File: src/rtl/aphd_pkg.sv
`timescale 1ns / 1ps
package aphd_pkg;

  localparam int MAX_NODES = 64;
  localparam int NODE_W    = $clog2(MAX_NODES);
  localparam int ADDR_W    = 2 * NODE_W;
  localparam int DEPTH     = MAX_NODES * MAX_NODES;
  localparam int COUNT_W   = $clog2(MAX_NODES + 1);
  localparam int DIST_W    = 7;
  localparam int WEIGHT_W  = 17;

  typedef enum logic [1:0] {
    OP_CLEAR   = 2'd0,
    OP_EDGE    = 2'd1,
    OP_COMPUTE = 2'd2,
    OP_QUERY   = 2'd3
  } op_t;

  typedef enum logic [2:0] {
    ST_IDLE,
    ST_EDGE2,
    ST_CLEAR,
    ST_LOAD,
    ST_COL,
    ST_ROW
  } state_t;

  typedef enum logic [2:0] {
    RD_NONE,
    RD_LOAD,
    RD_COL,
    RD_ROW,
    RD_QUERY
  } rd_kind_t;

  // Chain control: shift moves every cell one place toward the head,
  // load selects fresh memory data into the tail instead of the head.
  typedef struct packed {
    logic shift;
    logic load;
  } chain_ctl_t;

  // 5^-(d-1) in UQ1.16, rounded to nearest.
  function automatic logic [WEIGHT_W-1:0] weight_of(input logic [DIST_W-1:0] d);
    logic [WEIGHT_W-1:0] w;
    case (d)
      7'd0, 7'd1: w = 17'd65536;
      7'd2:       w = 17'd13107;
      7'd3:       w = 17'd2621;
      7'd4:       w = 17'd524;
      7'd5:       w = 17'd105;
      7'd6:       w = 17'd21;
      7'd7:       w = 17'd4;
      7'd8:       w = 17'd1;
      default:    w = 17'd0;
    endcase
    return w;
  endfunction

endpackage

File: src/rtl/aphd_cell.sv
`timescale 1ns / 1ps
module aphd_cell
  import aphd_pkg::*;
(
  input  logic              clk,
  input  logic              shift,
  input  logic [DIST_W-1:0] din,
  output logic [DIST_W-1:0] dout
);

  logic [DIST_W-1:0] val_r;
  logic [DIST_W-1:0] val_nxt;

  // Take the neighbor's entry on a shift, else hold
  always_comb begin
    val_nxt = shift ? din : val_r;
  end

  always_ff @(posedge clk) begin
    val_r <= val_nxt;
  end

  assign dout = val_r;

endmodule

File: src/rtl/aphd_chain.sv
`timescale 1ns / 1ps
module aphd_chain
  import aphd_pkg::*;
(
  input  logic              clk,
  input  chain_ctl_t        ctl,
  input  logic [DIST_W-1:0] load_data,
  output logic [DIST_W-1:0] head
);

  logic [DIST_W-1:0] q [MAX_NODES];
  logic [DIST_W-1:0] tail_in;

  // Feed the tail from memory while loading, else recirculate the head
  assign tail_in = ctl.load ? load_data : q[0];

  for (genvar c = 0; c < MAX_NODES; c++) begin : g_cell
    logic [DIST_W-1:0] din;
    if (c == MAX_NODES - 1) begin : g_tail
      assign din = tail_in;
    end else begin : g_mid
      assign din = q[c+1];
    end
    aphd_cell u_cell (
      .clk  (clk),
      .shift(ctl.shift),
      .din  (din),
      .dout (q[c])
    );
  end

  assign head = q[0];

endmodule

File: config.mk
export PLATFORM = sky130hd
export DESIGN_NAME = aphd_chain
export DESIGN_NICKNAME = d
export VERILOG_FILES = /design/src/rtl/aphd_pkg.sv /design/src/rtl/aphd_cell.sv /design/src/rtl/aphd_chain.sv
export SDC_FILE = /design/constraint.sdc
export NUM_CORES = 1
export LEC_CHECK = 0
export BUFFER_PORTS_ARGS = -buffer_cell sky130_fd_sc_hd__buf_2
export CAP_MARGIN = 20
export CORE_MARGIN = 2
export CORE_UTILIZATION = 30
export DETAILED_ROUTE_END_ITERATION = 16
export PLACE_DENSITY_LB_ADDON = 0.3
export SETUP_SLACK_MARGIN = 0.15
export SYNTH_ARGS = -nofsm -noshare
export SYNTH_HDL_FRONTEND = slang
export SYNTH_SLANG_ARGS = --single-unit
File: constraint.sdc
create_clock -name clk -period 1.5 [get_ports clk]
set_input_delay 0.45 -clock clk [delete_from_list [all_inputs] [get_ports clk]]
set_output_delay 0.45 -clock clk [all_outputs]
set_load 0.005 [all_outputs]
==> impl_metrics.tcl <==
set metrics [dict create \
    outcome "finished, violations left" \
    violations "negative setup slack" \
    critPathLaunchType "flip-flop" \
    netlist.area_leader.share_pct 99.14 \
    dp_cells 1086 \
    initial_core_util_pct 30.55 \
    use_met1_pct 10.26 \
    cp_max_fo 2 \
    hold_viol 0 \
    wire_per_inst_um 14.09 \
    crit_buf_inv 1 \
    holdPathStages 2 \
    slowest_delay_ps 430 \
    drc 0 \
    p_leak_nw 5.337 \
    n_antenna_cell 0 \
    antenna_found_initial 0 \
    post_dp_cell_area_mm2 0.01471 \
    clk_latency_ps 530 \
    synth_area_mm2 0.01357 \
    place_congestion 0.6834 \
    die_x_um 216.7 \
    p_total_mw 25.22 \
    synth_most_common_cell "edfxtp_1" \
    seq_area_mm2 0.01345 \
    drive_gt1_share_pct 18.82 \
    multi_input_area_um2 105.1 \
    gr-usage-met3_pct 2.091 \
    area_growth_syn_to_layout_pct 18.38 \
    period_share_pct 104.6 \
    cts_tree "built" \
    grt_max_degree 83 \
    ys_types 3 \
    crit_cells 1 \
    numCtsBuffers 42 \
    whs_ps 227.9 \
    dp_slack_ps 134.4 \
    crit_chain "buf_2" \
    cts-root-buf "clkbuf_16" \
    cts_max_level 2 \
    fin_crit_ps 1569 \
    core.rowCount 77 \
    maxClockFrequency_mhz 637.4 \
    grt_pass1_vias 4593 \
    core-area_mm2 0.04441 \
    arrival_ps 1120 \
    seq_area_frac_synth_pct 99.14 \
    yosys.area.top_type "edfxtp_1" \
    cp.required_ps 1050 \
    drv_slew 0 \
    nets 552 \
    synthTopCellsByArea "edfxtp_1, mux2_4, buf_6" \
    maxSlewHeadroom_pct 71.58 \
    synth_edf_count 448 \
    min_path_type "primary input to flip-flop" \
    cpMaxStageDelayCell "edfxtp_1" \
    synth_top_flop_cell "edfxtp_1" \
    largest_register_ff_count 448 \
    critPathCaptureType "output pin" \
    vdd_drop_max_mv 0.8309 \
    io_pins 17 \
    cts_sinks 448 \
    drt_iter0_markers 473 \
    ff2ff_path_depth 2 \
    die_y_um 216.7 \
    busiest_layer "met1" \
    synth_seq_cells 448 \
    dieArea_mm2 0.04695 \
    setup_ws_ps -68.83 \
    numPortBuffers 16 \
    finalClockSkew_ps 13.73 \
    clk_pin_slew_ps 60 \
    synth_area_per_cell_um2 29.76 \
    synth_warnings 0 \
    gr-usage-met2_pct 10.20 \
    gr-total-overflow 0 \
    dr.pass1.iters 4 \
    finalSetupViolations 6 \
    design_area_mm2 0.01606 \
    track_usage_pct 7.179 \
    drt-total-wl_um 16430 \
    via_per_inst 3.785 \
    synthCells 456 \
    grt_pass1_wl_um 26580 \
    ant_nets 0 \
    async_flop_share_pct 0 \
    rsz0062_at_grt "yes" \
    num_vias 4413 \
    cts_max_path_buffers 3 \
    p_per_area_mw_per_mm2 1570 \
    crit_type "flip-flop to output pin" \
    synthTopCellsByCount "edfxtp_1, mux2_4, buf_6" \
    tightest_slew_ps 426.2 \
    synth_fp_nets 466 \
    maxCapViolations 0 \
    dpl.hpwl_um 7480 \
    cp_top_family "flip-flops" \
    finalNonFillerCells 1166 \
    final.fill_count 3915 \
]
==> cell families after synthesis <==
logic type / after synthesis / share of synthesized area (%)
DFF: 448 / 99.14
muxes: 7 / 0.7745
buffers and inverters: 1 / 0.08298
==> path summary, 6_finish.rpt <==
kind / from / endpoint / slack (ps)
hold reg to reg: g_cell[27].u_cell.dout[6] / g_cell[26].u_cell.dout[6] / 410
setup / recovery: g_cell[0].u_cell.dout[3] / head[3] / -70
hold / removal: load_data[0] / g_cell[63].u_cell.dout[0] / 230
setup reg to reg: g_cell[0].u_cell.dout[0] / g_cell[63].u_cell.dout[0] / 430
==> area by class of cell <==
class                      count  area share, %
clock buffer                  54          7.221
sequential                   448          83.75
multi-input combinational      7         0.6543
timing repair buffer          43          2.757
clock inverter                22          1.005
tap                          592          4.611
==> stage by stage <==
stage | utilization [%] | setup TNS, ps
floorplan | - | 0
global placement | 33.12 | 0
detailed placement | 33.12 | 0
CTS | 36.17 | -468.1
global route | 36.17 | -519.4
finish | 36.17 | -203.1
==> worst reg2reg max path: cells and delay by family, from the launching register on <==
kind / cells / cell delay, ps
mux: 1 / 250
flops: 1 / 410
buf+inv: 1 / 160
==> per-layer routing <==
layer | part of all wire (%) | wire [um]
met1 | 49 | 8117
met3 | 4.3 | 714
met4 | 2.5 | 405
met2 | 44 | 7195
met5 | 0 | 0
==> power breakdown <==
group / total [mW] / internal (mW) / switching (mW) / leakage, nW
sequential: 14.8 / 14.6 / 0.208 / 4.38
combinational: 0.380 / 0.127 / 0.252 / 0.309
clock: 10.1 / 5.81 / 4.25 / 0.643
==> placed cells by master, fill, tap and decap left out <==
| master | instances |
|---|---|
| buf_12 | 12 |
| buf_2 | 15 |
| buf_4 | 15 |
| buf_8 | 1 |
| bufinv_16 | 2 |
| clkbuf_1 | 9 |
| clkbuf_16 | 45 |
| clkinv_1 | 9 |
| clkinv_2 | 7 |
| clkinv_4 | 2 |
| clkinvlp_4 | 2 |
| edfxtp_1 | 448 |
| mux2_4 | 7 |
==> timing repair <==
| action | 4_1_cts | 5_1_grt |
|---|---|---|
| gates resized for setup | 0 | 0 |
| hold buffers | 0 | 0 |
| buffers inserted | 4 | 0 |
| setup endpoints to repair | 7 | 7 |
No activity file was read; power rests on OpenSTA's default activity.
